===== config.mk =====
export PLATFORM = sky130hd
export DESIGN_NAME = two_slot_job_scheduler_flat
export DESIGN_NICKNAME = d
export VERILOG_FILES = /design/src/rtl/core/tsjs_pkg.sv /design/src/rtl/core/tsjs_if.sv /design/src/rtl/core/two_slot_job_scheduler.sv /design/src/flat_wrapper.sv
export SDC_FILE = /design/constraint.sdc
export NUM_CORES = 1
export LEC_CHECK = 0
export ABC_CLOCK_PERIOD_IN_PS = 12300
export BUFFER_PORTS_ARGS = -buffer_cell sky130_fd_sc_hd__buf_2
export CAP_MARGIN = 10
export CELL_PAD_IN_SITES_DETAIL_PLACEMENT = 0
export CELL_PAD_IN_SITES_GLOBAL_PLACEMENT = 2
export CORE_MARGIN = 1.5
export CORE_UTILIZATION = 30
export CTS_CLUSTER_DIAMETER = 100
export DETAILED_ROUTE_END_ITERATION = 10
export PLACE_DENSITY_LB_ADDON = 0.12
export SETUP_SLACK_MARGIN = 0.02
export SLEW_MARGIN = 30
export SYNTH_ARGS = -nofsm -noshare
export SYNTH_HDL_FRONTEND = slang
export SYNTH_SLANG_ARGS = --single-unit

===== constraint.sdc =====
create_clock -name clk -period 12.3 [get_ports clk]
set_input_delay 3.69 -clock clk [delete_from_list [all_inputs] [get_ports clk]]
set_output_delay 3.69 -clock clk [all_outputs]
set_load 0.02 [all_outputs]

===== src/rtl/core/tsjs_pkg.sv =====
// ----------------------------------------------------------------------------
// tsjs_pkg
// Shared types and constants for the two-slot job scheduler.
// ----------------------------------------------------------------------------
`timescale 1ns / 1ps

package tsjs_pkg;

	localparam int GEN_BITS    = 8;
	localparam int TIMER_BITS  = 16;
	localparam int STREAK_BITS = 4;
	localparam int NUM_SLOTS   = 2;
	localparam int CFG_IDX_BITS  = 1;
	localparam int CFG_DATA_BITS = 4;

	localparam logic [STREAK_BITS-1:0] STREAK_RESET = STREAK_BITS'(4);

	// Request codes; codes 5 to 7 only trigger a dispatch attempt.
	typedef enum logic [2:0] {
		REQ_REQUEST = 3'd0,
		REQ_CANCEL  = 3'd1,
		REQ_TICK    = 3'd2,
		REQ_DONE    = 3'd3,
		REQ_STOP    = 3'd4
	} req_type_t;

	// Configuration register indexes.
	typedef enum logic [CFG_IDX_BITS-1:0] {
		CFG_BOUND_MASK  = 1'd0,
		CFG_STARV_LIMIT = 1'd1
	} cfg_index_t;

	typedef logic [GEN_BITS-1:0]   gen_t;
	typedef logic [TIMER_BITS-1:0] timer_t;

	typedef struct packed {
		logic accepted;
		logic grant_valid;
		logic grant_slot;
		gen_t grant_generation;
		logic halted;
	} result_t;

endpackage


===== src/rtl/core/tsjs_if.sv =====
// ----------------------------------------------------------------------------
// tsjs_if
// Request and result channels of the two-slot job scheduler.
// ----------------------------------------------------------------------------
`timescale 1ns / 1ps

interface tsjs_req_if;
	logic        valid;
	logic        ready;
	logic [2:0]  req_type;
	logic        slot;
	logic [15:0] retry_ms;
	logic        no_retry;

	modport source (output valid, req_type, slot, retry_ms, no_retry, input ready);
	modport sink   (input valid, req_type, slot, retry_ms, no_retry, output ready);
endinterface

interface tsjs_rsp_if;
	logic       valid;
	logic       ready;
	logic       accepted;
	logic       grant_valid;
	logic       grant_slot;
	logic [7:0] grant_generation;
	logic       halted;

	modport source (output valid, accepted, grant_valid, grant_slot, grant_generation, halted,
		input ready);
	modport sink   (input valid, accepted, grant_valid, grant_slot, grant_generation, halted,
		output ready);
endinterface


===== src/rtl/core/two_slot_job_scheduler.sv =====
// ----------------------------------------------------------------------------
// two_slot_job_scheduler
// A request is registered in the input stage at acceptance; the scheduler state
// updates in the single decide stage, and the result is presented from the
// result register. One request per cycle while the result channel is not stalled.
// Reset (arst_n low) clears all slot state, the halt flag and the bound mask,
// and sets the starvation limit to 4.
// ----------------------------------------------------------------------------
`timescale 1ns / 1ps

module two_slot_job_scheduler
	import tsjs_pkg::*;
(
	input  logic                     clk,
	input  logic                     arst_n,
	input  logic                     cfg_we,
	input  logic [CFG_IDX_BITS-1:0]  cfg_index,
	input  logic [CFG_DATA_BITS-1:0] cfg_data,
	tsjs_req_if.sink                 req,
	tsjs_rsp_if.source               rsp
);

	// configuration
	logic [NUM_SLOTS-1:0]   bound_mask_q;
	logic [STREAK_BITS-1:0] starv_limit_q;

	// scheduler state
	logic [NUM_SLOTS-1:0]   pending_q;
	gen_t                   slot_gen_q   [NUM_SLOTS];
	logic [NUM_SLOTS-1:0]   retry_armed_q;
	timer_t                 retry_left_q [NUM_SLOTS];
	gen_t                   retry_gen_q  [NUM_SLOTS];
	logic [STREAK_BITS-1:0] streak_q;
	logic                   busy_q;
	logic                   busy_slot_q;
	gen_t                   busy_gen_q;
	logic                   halted_q;

	// input stage
	logic        valid_s1;
	logic [2:0]  req_type_s1;
	logic        slot_s1;
	timer_t      retry_ms_s1;
	logic        no_retry_s1;

	// result stage
	logic    valid_s2;
	result_t result_s2;

	logic fire_s1;
	logic adv_s2;

	// next state
	logic [NUM_SLOTS-1:0]   pending_d;
	gen_t                   slot_gen_d   [NUM_SLOTS];
	logic [NUM_SLOTS-1:0]   retry_armed_d;
	timer_t                 retry_left_d [NUM_SLOTS];
	gen_t                   retry_gen_d  [NUM_SLOTS];
	logic [STREAK_BITS-1:0] streak_d;
	logic                   busy_d;
	logic                   busy_slot_d;
	gen_t                   busy_gen_d;
	logic                   halted_d;
	result_t                result_d;

	assign adv_s2    = !valid_s2 || rsp.ready;
	assign fire_s1   = valid_s1 && adv_s2;
	assign req.ready = !valid_s1 || adv_s2;

	always_ff @(posedge clk or negedge arst_n) begin
		if (!arst_n) begin
			bound_mask_q  <= '0;
			starv_limit_q <= STREAK_RESET;
		end else if (cfg_we) begin
			case (cfg_index)
				CFG_BOUND_MASK:  bound_mask_q  <= cfg_data[NUM_SLOTS-1:0];
				CFG_STARV_LIMIT: starv_limit_q <= cfg_data[STREAK_BITS-1:0];
				default: ;
			endcase
		end
	end

	always_ff @(posedge clk or negedge arst_n) begin
		if (!arst_n) begin
			valid_s1 <= 1'b0;
			valid_s2 <= 1'b0;
		end else begin
			if (req.ready) begin
				valid_s1 <= req.valid;
			end
			if (adv_s2) begin
				valid_s2 <= valid_s1;
			end
		end
	end

	always_ff @(posedge clk) begin
		if (req.valid && req.ready) begin
			req_type_s1 <= req.req_type;
			slot_s1     <= req.slot;
			retry_ms_s1 <= TIMER_BITS'(req.retry_ms);
			no_retry_s1 <= req.no_retry;
		end
		if (fire_s1) begin
			result_s2 <= result_d;
		end
	end

	// Decide: apply the request, then try one dispatch.
	always_comb begin
		logic       low_first;
		logic       found;
		logic       idx;
		logic       ready_slot;
		logic [STREAK_BITS:0] streak_inc;

		pending_d     = pending_q;
		slot_gen_d    = slot_gen_q;
		retry_armed_d = retry_armed_q;
		retry_left_d  = retry_left_q;
		retry_gen_d   = retry_gen_q;
		streak_d      = streak_q;
		busy_d        = busy_q;
		busy_slot_d   = busy_slot_q;
		busy_gen_d    = busy_gen_q;
		halted_d      = halted_q;
		result_d      = '0;
		result_d.accepted = 1'b1;
		idx           = 1'b0;
		ready_slot    = 1'b0;

		case (req_type_s1)
			REQ_REQUEST: begin
				if (halted_q) begin
					result_d.accepted = 1'b0;
				end else begin
					pending_d[slot_s1] = 1'b1;
				end
			end
			REQ_CANCEL: begin
				slot_gen_d[slot_s1] = slot_gen_q[slot_s1] + 1'b1;
				pending_d[slot_s1]  = 1'b0;
			end
			REQ_TICK: begin
				for (int s = 0; s < NUM_SLOTS; s++) begin
					if (retry_armed_q[s] && retry_left_q[s] != '0) begin
						retry_left_d[s] = retry_left_q[s] - 1'b1;
					end
				end
			end
			REQ_DONE: begin
				if (busy_q) begin
					if (!no_retry_s1 && !halted_q && slot_gen_q[busy_slot_q] == busy_gen_q) begin
						retry_armed_d[busy_slot_q] = 1'b1;
						retry_left_d[busy_slot_q]  = retry_ms_s1;
						retry_gen_d[busy_slot_q]   = busy_gen_q;
					end
					busy_d = 1'b0;
				end
			end
			REQ_STOP: begin
				halted_d      = 1'b1;
				pending_d     = '0;
				retry_armed_d = '0;
				for (int s = 0; s < NUM_SLOTS; s++) begin
					retry_left_d[s] = '0;
				end
			end
			default: ;
		endcase

		low_first  = streak_q >= starv_limit_q;
		found      = 1'b0;
		streak_inc = {1'b0, streak_q} + 1'b1;
		if (!halted_d && !busy_d) begin
			for (int pos = 0; pos < NUM_SLOTS; pos++) begin
				idx = low_first ^ pos[0];
				ready_slot = pending_d[idx] ||
					(retry_armed_d[idx] && retry_left_d[idx] == '0 &&
					 retry_gen_d[idx] == slot_gen_d[idx]);
				if (!found && ready_slot) begin
					// consume readiness; unbound slots lose it
					pending_d[idx]     = 1'b0;
					retry_armed_d[idx] = 1'b0;
					retry_left_d[idx]  = '0;
					if (bound_mask_q[idx]) begin
						found       = 1'b1;
						busy_d      = 1'b1;
						busy_slot_d = idx;
						busy_gen_d  = slot_gen_d[idx];
						result_d.grant_valid      = 1'b1;
						result_d.grant_slot       = idx;
						result_d.grant_generation = slot_gen_d[idx];
						if (idx == 1'b0) begin
							streak_d = (streak_inc < {1'b0, starv_limit_q}) ?
								streak_inc[STREAK_BITS-1:0] : starv_limit_q;
						end else begin
							streak_d = '0;
						end
					end
				end
			end
		end
		result_d.halted = halted_d;
	end

	always_ff @(posedge clk or negedge arst_n) begin
		if (!arst_n) begin
			pending_q     <= '0;
			retry_armed_q <= '0;
			for (int s = 0; s < NUM_SLOTS; s++) begin
				slot_gen_q[s]   <= '0;
				retry_left_q[s] <= '0;
				retry_gen_q[s]  <= '0;
			end
			streak_q    <= '0;
			busy_q      <= 1'b0;
			busy_slot_q <= 1'b0;
			busy_gen_q  <= '0;
			halted_q    <= 1'b0;
		end else if (fire_s1) begin
			pending_q     <= pending_d;
			retry_armed_q <= retry_armed_d;
			slot_gen_q    <= slot_gen_d;
			retry_left_q  <= retry_left_d;
			retry_gen_q   <= retry_gen_d;
			streak_q      <= streak_d;
			busy_q        <= busy_d;
			busy_slot_q   <= busy_slot_d;
			busy_gen_q    <= busy_gen_d;
			halted_q      <= halted_d;
		end
	end

	assign rsp.valid            = valid_s2;
	assign rsp.accepted         = result_s2.accepted;
	assign rsp.grant_valid      = result_s2.grant_valid;
	assign rsp.grant_slot       = result_s2.grant_slot;
	assign rsp.grant_generation = result_s2.grant_generation;
	assign rsp.halted           = result_s2.halted;

`ifndef SYNTHESIS
	a_halt_sticky: assert property (@(posedge clk) disable iff (!arst_n)
		halted_q |=> halted_q)
		else $error("halt flag cleared after stop");

	a_no_grant_halted: assert property (@(posedge clk) disable iff (!arst_n)
		valid_s2 && result_s2.halted |-> !result_s2.grant_valid)
		else $error("grant issued while halted");

	a_grant_sets_busy: assert property (@(posedge clk) disable iff (!arst_n)
		fire_s1 && result_d.grant_valid |=> busy_q && busy_gen_q == result_s2.grant_generation)
		else $error("grant did not mark the job busy");

	a_refuse_only_halted: assert property (@(posedge clk) disable iff (!arst_n)
		valid_s2 && !result_s2.accepted |-> result_s2.halted)
		else $error("request refused while running");

	a_no_grant_busy: assert property (@(posedge clk) disable iff (!arst_n)
		fire_s1 && busy_q && req_type_s1 != REQ_DONE |-> !result_d.grant_valid)
		else $error("grant issued while a job is busy");
`endif

endmodule


===== src/flat_wrapper.sv =====
// flat-port wrapper written by rule: the top's interface ports become plain ports
module two_slot_job_scheduler_flat import tsjs_pkg::*;
  (clk, arst_n, cfg_we, cfg_index, cfg_data, req_valid, req_req_type, req_slot, req_retry_ms, req_no_retry, req_ready, rsp_valid, rsp_accepted, rsp_grant_valid, rsp_grant_slot, rsp_grant_generation, rsp_halted, rsp_ready);
  tsjs_req_if req_i ();
  tsjs_rsp_if rsp_i ();
  input  logic clk;
  input  logic arst_n;
  input  logic cfg_we;
  input  logic [CFG_IDX_BITS-1:0] cfg_index;
  input  logic [CFG_DATA_BITS-1:0] cfg_data;
  input wire logic [$bits(req_i.valid)-1:0] req_valid;
  input wire logic [$bits(req_i.req_type)-1:0] req_req_type;
  input wire logic [$bits(req_i.slot)-1:0] req_slot;
  input wire logic [$bits(req_i.retry_ms)-1:0] req_retry_ms;
  input wire logic [$bits(req_i.no_retry)-1:0] req_no_retry;
  output wire logic [$bits(req_i.ready)-1:0] req_ready;
  output wire logic [$bits(rsp_i.valid)-1:0] rsp_valid;
  output wire logic [$bits(rsp_i.accepted)-1:0] rsp_accepted;
  output wire logic [$bits(rsp_i.grant_valid)-1:0] rsp_grant_valid;
  output wire logic [$bits(rsp_i.grant_slot)-1:0] rsp_grant_slot;
  output wire logic [$bits(rsp_i.grant_generation)-1:0] rsp_grant_generation;
  output wire logic [$bits(rsp_i.halted)-1:0] rsp_halted;
  input wire logic [$bits(rsp_i.ready)-1:0] rsp_ready;
  assign req_i.valid = req_valid;
  assign req_i.req_type = req_req_type;
  assign req_i.slot = req_slot;
  assign req_i.retry_ms = req_retry_ms;
  assign req_i.no_retry = req_no_retry;
  assign req_ready = req_i.ready;
  assign rsp_valid = rsp_i.valid;
  assign rsp_accepted = rsp_i.accepted;
  assign rsp_grant_valid = rsp_i.grant_valid;
  assign rsp_grant_slot = rsp_i.grant_slot;
  assign rsp_grant_generation = rsp_i.grant_generation;
  assign rsp_halted = rsp_i.halted;
  assign rsp_i.ready = rsp_ready;
  two_slot_job_scheduler u_core (.clk(clk), .arst_n(arst_n), .cfg_we(cfg_we), .cfg_index(cfg_index), .cfg_data(cfg_data), .req(req_i), .rsp(rsp_i));
endmodule

==> results of run 1 <==
==> worst reg2reg max path, cell delays in order (launching register included) <==
cell	delay, ns
edfxtp_1	0.59
nor3b_1	0.70
nor2_1	0.11
buf_4	0.24
nor4_1	0.24
nand4_2	0.22
and2_1	0.40
a211oi_1	0.60
nor4b_1	0.42
o2111ai_1	0.17
or4_1	0.72
a21o_1	0.49
a21oi_2	0.59
o221a_2	0.31
==> kinds of logic (layout without fill, tap and decap cells) <==
kind of cell	count (synthesis)	after routing	synth area share
AOI/OAI and AO/OA	352	352	0.2576
muxes	33	33	0.03661
DFF	124	124	0.3466
xor gates and xnor gates	48	48	0.04457
buffers and inverters	116	124	0.05412
and+or+nand+nor	447	447	0.2446
adders and majority gates	12	12	0.01592
==> power by group <==
group          total, mW  switching (mW)  internal (mW)
clock              0.522           0.220          0.302
sequential         0.557          0.0843          0.473
combinational      0.952           0.626          0.325
==> state kept, by name, indices dropped and copies added (netlist names), 2 cells and up <==
signal,count
u_core.retry_left_q,32
u_core.retry_gen_q,16
u_core.retry_ms_s1,16
u_core.slot_gen_q,16
u_core.busy_gen_q,8
u_core.rsp.grant_generation,8
u_core.starv_limit_q,4
u_core.streak_q,4
u_core.req_type_s1,3
u_core.bound_mask_q,2
u_core.pending_q,2
u_core.retry_armed_q,2
==> routing by layer <==
| metal | GRT usage | share of wire |
|---|---|---|
| met1 | 0.3043 | 0.48 |
| met2 | 0.3561 | 0.47 |
| met3 | 0.03941 | 0.038 |
| met4 | 0.05412 | 0.017 |
| met5 | 0 | 0 |
==> stage by stage <==
step                      instance area (um^2)  instances  setup WS (ns)  utilization
after floorplan                           9433       1132          4.642            -
after global placement                    9894       1503          4.476       0.3218
after detailed placement                  9922       1504          4.478       0.3227
after CTS                                10510       1536          4.473       0.3418
after global routing                     10510       1536          4.439       0.3418
final                                    10510       1536          4.474       0.3418
==> cell type report <==
type,instances,area [um^2],area share
timing repair buffer,61,370.4,0.03524
multi-input combinational,892,5670,0.5395
sequential,124,3269,0.3111
inverter,31,116.4,0.01107
clock inverter,14,158.9,0.01512
tap,396,495.5,0.04714
clock buffer,18,429.2,0.04083
==> worst paths after layout <==
check,start,endpoint,slack [ns],depth (start not counted)
max reg2reg,u_core.req_type_s1[0]$_DFFE_PP_,u_core.busy_gen_q[2]$_DFFE_PN0P_,6.44,13
max,rsp_ready,req_ready,4.47,3
max in group asynchronous,arst_n,u_core.starv_limit_q[2]$_DFFE_PN1P_,8.06,3
min,u_core.pending_q[1]$_DFFE_PN0P_,u_core.pending_q[1]$_DFFE_PN0P_,0.48,1
min reg2reg,u_core.pending_q[1]$_DFFE_PN0P_,u_core.pending_q[1]$_DFFE_PN0P_,0.48,1
min in group asynchronous,arst_n,u_core.retry_left_q[23]$_DFFE_PN0P_,3.16,1
==> layout by cell type, fill, tap and decap left out, types with 10 or more instances in the layout <==
| cell type | synthesis | layout |
|---|---|---|
| xnor2_1 | 31 | 31 |
| nand4_1 | 19 | 19 |
| a22o_1 | 12 | 12 |
| a21oi_1 | 60 | 60 |
| buf_4 | 3 | 17 |
| clkbuf_16 | 0 | 17 |
| a21o_1 | 19 | 19 |
| ha_1 | 12 | 12 |
| nor2_1 | 122 | 122 |
| mux2i_1 | 21 | 21 |
| a211oi_1 | 11 | 11 |
| a31oi_1 | 26 | 26 |
| a22oi_1 | 11 | 11 |
| nor4_1 | 19 | 19 |
| and3_1 | 12 | 12 |
| inv_1 | 30 | 30 |
| nand2b_1 | 13 | 13 |
| nand3_1 | 21 | 21 |
| o21ai_0 | 86 | 86 |
| dfrtp_1 | 90 | 90 |
| xor2_1 | 17 | 17 |
| or2_2 | 10 | 10 |
| or3_1 | 15 | 15 |
| nand2_1 | 106 | 106 |
| and2_1 | 14 | 14 |
| o211ai_1 | 13 | 13 |
| edfxtp_1 | 33 | 33 |
| buf_2 | 14 | 43 |
| mux2_2 | 12 | 12 |
| nor3_1 | 42 | 42 |
==> results.json, run 1 <==
{
  "power_density_nw_per_um2": 193.2,
  "num_rows": 64,
  "grt_pass1_wl_mm": 54.60,
  "crit_type": "in2out",
  "grt_max_degree": 74,
  "numCtsBuffers": 17,
  "p_leak_nw": 4.217,
  "finalNetCount": 1170,
  "clock-sinks": 124,
  "synth_top_area_cell": "dfrtp_1",
  "synth_area_leaders": "dfrtp_1, edfxtp_1, nor2_1",
  "cts_resized": 0,
  "syn_area_um2": 9433,
  "wl_mm": 35.06,
  "portBuffers": 44,
  "async_reset_ff_frac": 0.7339,
  "cpMostUsedCell": "buf_2",
  "drtAntennaViolNets": 0,
  "cap_violations": 0,
  "ys_seq_area_frac": 0.3466,
  "cp.buffers_inverters": 2,
  "tritoncts": "done",
  "critical_path.max_stage_delay_ns": 0.18,
  "synth_seq_cells": 124,
  "dieArea_um2": 32520,
  "chipWidth_um": 180.3,
  "root_buffer": "clkbuf_16",
  "post_cts_buffers": 0,
  "crit_path_start_kind": "input pin",
  "hold_viol_final": 0,
  "fin_setup_tns_ns": 0,
  "yosysWarnings": 0,
  "fp.coreArea_um2": 30750,
  "path_delay_family": "buffers and inverters",
  "holdBufCountCts": 0,
  "final-max-slew-violation-count": 0,
  "synth_most_common_cell": "nor2_1",
  "vias_per_cell": 5.745,
  "yosysTopAreaCellShare": 0.2388,
  "fmax_mhz": 127.8,
  "overflow": 0,
  "vdd_ir_drop_max_mv": 0.1149,
  "failed_checks": "design-rule violations",
  "vias": 8824,
  "min_path_type": "reg2reg",
  "relSlewSlack": 0.3888,
  "fill_cells": 3283,
  "initial_utilization": 0.3068,
  "htree_levels": 4,
  "grt_pass1_vias": 8624,
  "grtUsageTotal": 0.2205,
  "cp_cell_sequence": "buf_2 > nand3b_1 > buf_2",
  "cp_data_arrival_time_ns": 4.14,
  "cp_max_fo": 3,
  "clkLatencyLatePin_ns": 0.45,
  "antennaDiodeCount": 0,
  "syn_nets": 1175,
  "skew_ns": 0.01467,
  "gp_congestion": 0.8036,
  "routedWlPerCell_um": 22.82,
  "io_pins": 45,
  "dr.pass1.iters": 10,
  "antenna_found_initial": 0,
  "rsz0062_at_grt": "false",
  "synthFlopType": "dfrtp_1",
  "setup_viol": 0,
  "clockBufferDepth": 2,
  "cp_slowest_cell": "buf_2",
  "drive_gt1_frac": 0.1465,
  "drc": 2,
  "synth_common_cells": "nor2_1, nand2_1, dfrtp_1",
  "worstMarginPinSlew_ns": 0.9169,
  "worst_setup_path_end_kind": "primary output",
  "dp.final_hpwl_mm": 24.76,
  "total_power_mw": 2.031,
  "synth_edf_count": 33,
  "final.period_utilization": 0.6362,
  "period_minus_slack_ns": 7.826,
  "synthCells": 1132,
  "status": "finished with violations",
  "area_growth_pct": 11.42,
  "path_clk_slew_ns": 0.07,
  "whs_ns": 0.4812,
  "synth.avg_cell_area_um2": 8.333,
  "drtIter0Drc": 658,
  "cp.required_ns": 8.61,
  "synth_cell_types": 93,
  "die_y_um": 180.3
}
Note: power is estimated with default switching activity, not from simulation.
==> run 2, diff against run 1 <==
Settings changed: ABC_AREA set to 1, ABC_CLOCK_PERIOD_IN_PS 12300 to 7100.
Clock period 12.3 ns to 7.1 ns, I/O delays scaled along.
==> run 2 against run 1 <==
The run now ends clean; clock skew shrank 0.0036 ns; setup slack lost 2.6 ns; global-route usage grew 3.2 points; largest power group is now clock; first-iteration DRC count grew 19%; critical path type is now reg2reg; critical path depth grew 20; register-to-register slack lost 4.6 ns.
==> results.json, run 2 <==
{
  "vias_per_cell": 5.111,
  "antennaDiodeCount": 0,
  "design_area_um2": 11910,
  "setup_viol": 0,
  "min_path_type": "reg2reg",
  "whs_ns": 0.4879,
  "power_density_nw_per_um2": 232.5,
  "skew_ns": 0.01109,
  "dieArea_um2": 36990,
  "utilization": 0.3364,
  "top_register": "u_core.retry_left_q",
  "status": "finished, final reports clean",
  "synthCells": 1805,
  "area_growth_pct": 10.72,
  "r2r-end": "u_core.retry_left_q[19]$_DFFE_PN0P_",
  "syn_area_um2": 10750,
  "synth_cell_types": 39,
  "drive_gt1_frac": 0.07123,
  "critical_path.max_stage_delay_ns": 0.60,
  "portBuffers": 44,
  "rsz0062_at_grt": "false",
  "vdd_ir_drop_max_mv": 0.1759,
  "layout_commonest_cell": "nand2_1",
  "synth_seq_cells": 124,
  "cap_violations": 0,
  "yosysTopAreaCellShare": 0.2461,
  "overflow": 0,
  "cts_resized": 0,
  "yosysWarnings": 0,
  "clkLatencyLatePin_ns": 0.46,
  "syn_nets": 1848,
  "cp_cell_sequence": "inv_1 > nand2_1 > nor2_2 > buf_4 > inv_1 > nor2_1 > buf_4 > nand3_1 > nand2_1 > nand3_1 > nand3_1 > nand2_1 > nor2_1 > nand3_1 > nor2_1 > nand3_2 > nand2_4 > nand2_4 > nand2_4 > nand2_1 > nand3_1 > nand2_1 > nand2_1",
  "synth.avg_cell_area_um2": 5.958,
  "wl_mm": 45.03,
  "synth_top_area_cell": "nand2_1",
  "synth_area_leaders": "nand2_1, dfrtp_1, nand3_1",
  "clock-sinks": 124,
  "cpMostUsedCell": "nand2_1",
  "num_rows": 69,
  "numCtsBuffers": 17,
  "cp_data_arrival_time_ns": 5.65,
  "hold_viol_final": 0,
  "fp.coreArea_um2": 35400,
  "p_leak_nw": 6.335,
  "final-max-slew-violation-count": 0,
  "grt_pass1_wl_mm": 69.20,
  "root_buffer": "clkbuf_16",
  "drtIter0Drc": 781,
  "path_clk_slew_ns": 0.07,
  "io_pins": 45,
  "placed_area_um2": 11280,
  "finalNetCount": 1841,
  "cp_max_fo": 35,
  "initial_utilization": 0.3038,
  "whs_path_depth": 2,
  "gp_congestion": 0.8635,
  "dr.pass1.iters": 6,
  "cp-startpoint": "u_core.req_type_s1[2]$_DFFE_PP_",
  "largest_reg_flops": 32,
  "holdBufCountCts": 0,
  "fmax_mhz": 190.1,
  "cp.required_ns": 7.49,
  "relSlewSlack": 0.3365,
  "grt_pass1_vias": 11010,
  "worst_setup_path_end_kind": "flip-flop",
  "post_cts_buffers": 0,
  "crit_type": "reg2reg",
  "mostFrequentLayoutCells": "nand2_1, nand3_1, inv_1, nor2_1, o21ai_0",
  "crit_end": "u_core.retry_left_q[19]$_DFFE_PN0P_",
  "worstMarginPinSlew_ns": 0.9941,
  "dp.final_hpwl_mm": 31.39,
  "synth_most_common_cell": "nand2_1",
  "async_reset_ff_frac": 0.7339,
  "routedWlPerCell_um": 19.82,
  "cp_slowest_cell": "nand3_1",
  "clockBufferDepth": 2,
  "layout.cells.non_filler": 2272,
  "dp.cells": 2240,
  "antenna_found_initial": 0,
  "crit_path_start_kind": "flip-flop",
  "htree_levels": 4,
  "drtAntennaViolNets": 0,
  "synth_edf_count": 33,
  "grtUsageTotal": 0.2527,
  "period_minus_slack_ns": 5.260,
  "grt_max_degree": 88,
  "final.period_utilization": 0.7408,
  "ys_seq_area_frac": 0.3040,
  "synth_common_cells": "nand2_1, nand3_1, inv_1",
  "chipWidth_um": 192.3,
  "die_y_um": 192.3,
  "r2r_setup_slack_ns": 1.84,
  "rr_worst_depth": 23,
  "synthFlopType": "dfrtp_1",
  "fill_cells": 4052,
  "tritoncts": "done",
  "drc": 0,
  "vias": 11610,
  "fin_setup_tns_ns": 0,
  "r2r_start": "u_core.req_type_s1[2]$_DFFE_PP_"
}
-- run 2: cell count changes after synthesis, moves of 15 or more --
cell     change
nand2_1    +599
nand3_1    +293
inv_1      +174
a21oi_1     -39
nor3_1      -36
xnor2_1     -30
a31oi_1     -21
a21o_1      -19
mux2i_1     -19
nor4_1      -19
o21ai_0     +16
or3_1       -15
-- run 2: cells by family (layout without fill, tap and decap cells) --
group	count (synthesis)	after routing	synth area share
buffers and inverters	298	304	0.1144
AOI/OAI and AO/OA	161	161	0.08156
muxes	2	2	0.001862
adders and majority gates	12	12	0.01396
and+or+nand+nor	1191	1191	0.4704
xor gates and xnor gates	17	17	0.01384
DFF	124	124	0.3040
-- run 2: cell type report --
cell class | count | area (um^2) | share of cell area
Inverter | 210 | 789.5 | 0.06631
Tap cell | 461 | 576.8 | 0.04844
Clock buffer | 20 | 489.2 | 0.04109
Timing Repair Buffer | 62 | 361.6 | 0.03037
Multi-Input combinational cell | 1383 | 6289 | 0.5282
Clock inverter | 12 | 131.4 | 0.01103
Sequential cell | 124 | 3269 | 0.2746
-- run 2: report_power, final --
group / leakage [nW] / internal [mW] / switching [mW]
Sequential: 1.54 / 0.836 / 0.0664
Clock: 0.293 / 0.569 / 0.402
Combinational: 4.50 / 0.255 / 0.641
-- run 2: worst min path at each step --
stage	from	to	slack [ns]
global route	u_core.retry_gen_q[9]$_DFFE_PN0P_	u_core.retry_gen_q[9]$_DFFE_PN0P_	0.52
finish	u_core.retry_gen_q[9]$_DFFE_PN0P_	u_core.retry_gen_q[9]$_DFFE_PN0P_	0.49
CTS	u_core.retry_gen_q[9]$_DFFE_PN0P_	u_core.retry_gen_q[9]$_DFFE_PN0P_	0.49
floorplan	u_core.retry_gen_q[1]$_DFFE_PN0P_	u_core.retry_gen_q[1]$_DFFE_PN0P_	0.45
global placement	u_core.slot_gen_q[14]$_DFFE_PN0P_	u_core.slot_gen_q[14]$_DFFE_PN0P_	0.47
detailed placement	u_core.retry_gen_q[9]$_DFFE_PN0P_	u_core.retry_gen_q[9]$_DFFE_PN0P_	0.48
-- run 2: per-layer routing --
metal  GRT usage  wire length, um  vias up
li1            -                -     5781
met1      0.3352            20830     5542
met2      0.4347            21940      253
met3     0.02982             1555       36
met4     0.06231              712        0
met5           0                0        -
-- run 2: stage by stage --
stage | total power [mW] | worst slack (ns)
floorplan | 1.510 | 2.587
finish | 2.768 | 1.840
detailed placement | 1.812 | 1.827
global placement | 1.817 | 1.850
CTS | 2.800 | 1.833
global route | 2.961 | 1.247
-- run 2: worst max-delay path: cells and delay by family, from the launching register on --
family        cells  cell delay [ns]
simple gates     19             3.59
flops             1             0.46
buf+inv           4             1.08
==> run 3, diff against run 2 <==
Settings changed: ABC_AREA 1 to 0, ABC_CLOCK_PERIOD_IN_PS 7100 to 4600.
Clock period 7.1 ns to 4.6 ns, I/O delays scaled along.
==> run 3 against run 2 <==
The run now ends with design-rule violations left; sequential power increased by 60%; sequential cell count unchanged; clock power increased by 45%; cell count decreased by 25%; combinational power increased to 3.8 times the previous value; setup slack got worse by 1.7 ns; total power increased by 130%; first-iteration DRC count increased by 1.4%; highest routed layer unchanged.
==> results.json, run 3 (synthesis results as in run 1) <==
{
  "p_leak_nw": 5.129,
  "overflow": 0,
  "io_pins": 45,
  "fp.coreArea_um2": 30750,
  "period_minus_slack_ns": 4.488,
  "cp_data_arrival_time_ns": 4.85,
  "grt_use_met1": 0.3190,
  "skew_ns": 0.01474,
  "root_buffer": "clkbuf_16",
  "tritoncts": "done",
  "vias_per_cell": 5.595,
  "drtAntennaViolNets": 0,
  "clock-sinks": 124,
  "cap_violations": 0,
  "antennaDiodeCount": 0,
  "vdd_ir_drop_max_mv": 0.2947,
  "wl_mm": 38.17,
  "num_rows": 64,
  "status": "finished with violations",
  "hold_viol_final": 0,
  "crit_path_start_kind": "flip-flop",
  "portBuffers": 44,
  "top_register": "u_core.retry_left_q",
  "dieArea_um2": 32520,
  "routedWlPerCell_um": 22.42,
  "power_density_nw_per_um2": 515.8,
  "antenna_found_initial": 0,
  "cp.required_ns": 4.96,
  "failed_checks": "design-rule violations",
  "fmax_mhz": 222.8,
  "utilization": 0.3942,
  "grt_pass1_wl_mm": 58.21,
  "cp_max_fo": 17,
  "grtUsageTotal": 0.2351,
  "holdBufCountCts": 0,
  "area_growth_pct": 28.50,
  "finalNetCount": 1336,
  "worst_setup_path_end_kind": "flip-flop",
  "numCtsBuffers": 17,
  "htree_levels": 4,
  "vias": 9523,
  "pre_cts_slack_ns": -0.2231,
  "setup_viol": 0,
  "grtUsageMet3": 0.03597,
  "relSlewSlack": 0.5012,
  "path_clk_slew_ns": 0.06,
  "rsz0062_at_grt": "true",
  "clockBufferDepth": 2,
  "layout_commonest_cell": "buf_4",
  "grt_pass1_vias": 9384,
  "initial_utilization": 0.3068,
  "largest_reg_flops": 32,
  "total_power_mw": 6.252,
  "drive_gt1_frac": 0.2864,
  "grt-busiest-layer": "met2",
  "gp_congestion": 0.8713,
  "dr.pass1.iters": 10,
  "crit_type": "reg2reg",
  "drtIter0Drc": 792,
  "dp.final_hpwl_mm": 27.98,
  "min_path_type": "reg2reg",
  "final-max-slew-violation-count": 0,
  "use_met2": 0.3896,
  "grt_max_degree": 70,
  "clkLatencyLatePin_ns": 0.45,
  "die_y_um": 180.3,
  "final.period_utilization": 0.9756,
  "chipWidth_um": 180.3,
  "worstMarginPinSlew_ns": 0.7481,
  "mostFrequentLayoutCells": "buf_4, nor2_1, nand2_1, dfrtp_1, o21ai_0",
  "timing.final.ws_setup_ns": 0.1120,
  "drc": 2
}
## run 3: changes by cell type in the layout (fill, tap and decap cells not counted), moves of 17 or more
cell     change
a21o_1      +18
a31oi_1     +20
o21ai_0     -18
nor3_1      +31
xnor2_1     +27
buf_4      +152
nor4_1      +17
inv_1      -171
a21oi_1     +38
nand2_1    -599
nand3_1    -292
## run 3: final timing paths
kind | from | end | slack [ns] | depth (start not counted)
worst max-delay path | u_core.busy_slot_q$_DFFE_PN0P_ | u_core.retry_left_q[26]$_DFFE_PN0P_ | 0.11 | 19
worst min-delay path | u_core.valid_s1$_DFFE_PN0N_ | u_core.rsp.valid$_DFFE_PN0P_ | 0.49 | 1
worst max register to register | u_core.busy_slot_q$_DFFE_PN0P_ | u_core.retry_left_q[26]$_DFFE_PN0P_ | 0.11 | 19
worst min register to register | u_core.valid_s1$_DFFE_PN0N_ | u_core.rsp.valid$_DFFE_PN0P_ | 0.49 | 1
max in group asynchronous | arst_n | u_core.retry_gen_q[14]$_DFFE_PN0P_ | 2.85 | 2
min in group asynchronous | arst_n | u_core.retry_left_q[20]$_DFFE_PN0P_ | 0.96 | 1
## run 3: where the power goes
part / total [mW] / internal, mW / switching, mW
logic: 3.41 / 1.42 / 1.99
registers: 1.44 / 1.27 / 0.170
clock network: 1.41 / 0.806 / 0.600
total: 6.25 / 3.49 / 2.76
## run 3: stage by stage
stage / setup TNS (ns) / hold slack [ns] / area, um^2 / std cells
3_5_place_dp: -6.847 / 0.4804 / 11190 / 1660
2_1_floorplan: 0 / 0.4484 / 9433 / 1132
3_3_place_gp: -5.258 / 0.4739 / 11190 / 1660
6_report: 0 / 0.4874 / 12120 / 1702
5_1_grt: -0.001255 / 0.5192 / 12120 / 1702
4_1_cts: 0 / 0.4944 / 11810 / 1692
## run 3: layout make-up
type	count	area, um^2
Timing Repair Buffer	226	1738
Clock inverter	15	163.9
Fill cell	3226	18630
Inverter	31	116.4
Sequential cell	124	3271
Tap cell	396	495.5
Clock buffer	17	425.4
Multi-Input combinational cell	893	5912
## run 3: what timing repair did
item,CTS,global route
setup endpoints to repair,59,59
cloned,0,2
pin swaps,0,13
setup buffers,0,8
gates resized for setup,8,46
## run 3: metal layers
metal  wire length, um  part of all wire  vias to the layer above
met5                 0                 0                        -
met4               596             0.016                        0
met3              1470             0.039                       32
met2             18080              0.47                      225
met1             18020              0.47                     4716
li1                  -                 -                     4550
## run 3: worst max-delay path: stages, from the launching register on
cell and delay (ns):
dfrtp_2 0.49, buf_4 0.16, mux2i_1 0.15, o2bb2ai_1 0.14, a211oi_1 0.23, buf_4 0.20
buf_4 0.13, and4_1 0.25, buf_12 0.16, mux2i_1 0.07, o21ai_0 0.31, a21o_1 0.16
nand4_1 0.23, or4_4 0.61, buf_4 0.18, a21oi_4 0.22, nor3_1 0.09, o21a_1 0.21
buf_12 0.17, a211oi_2 0.20
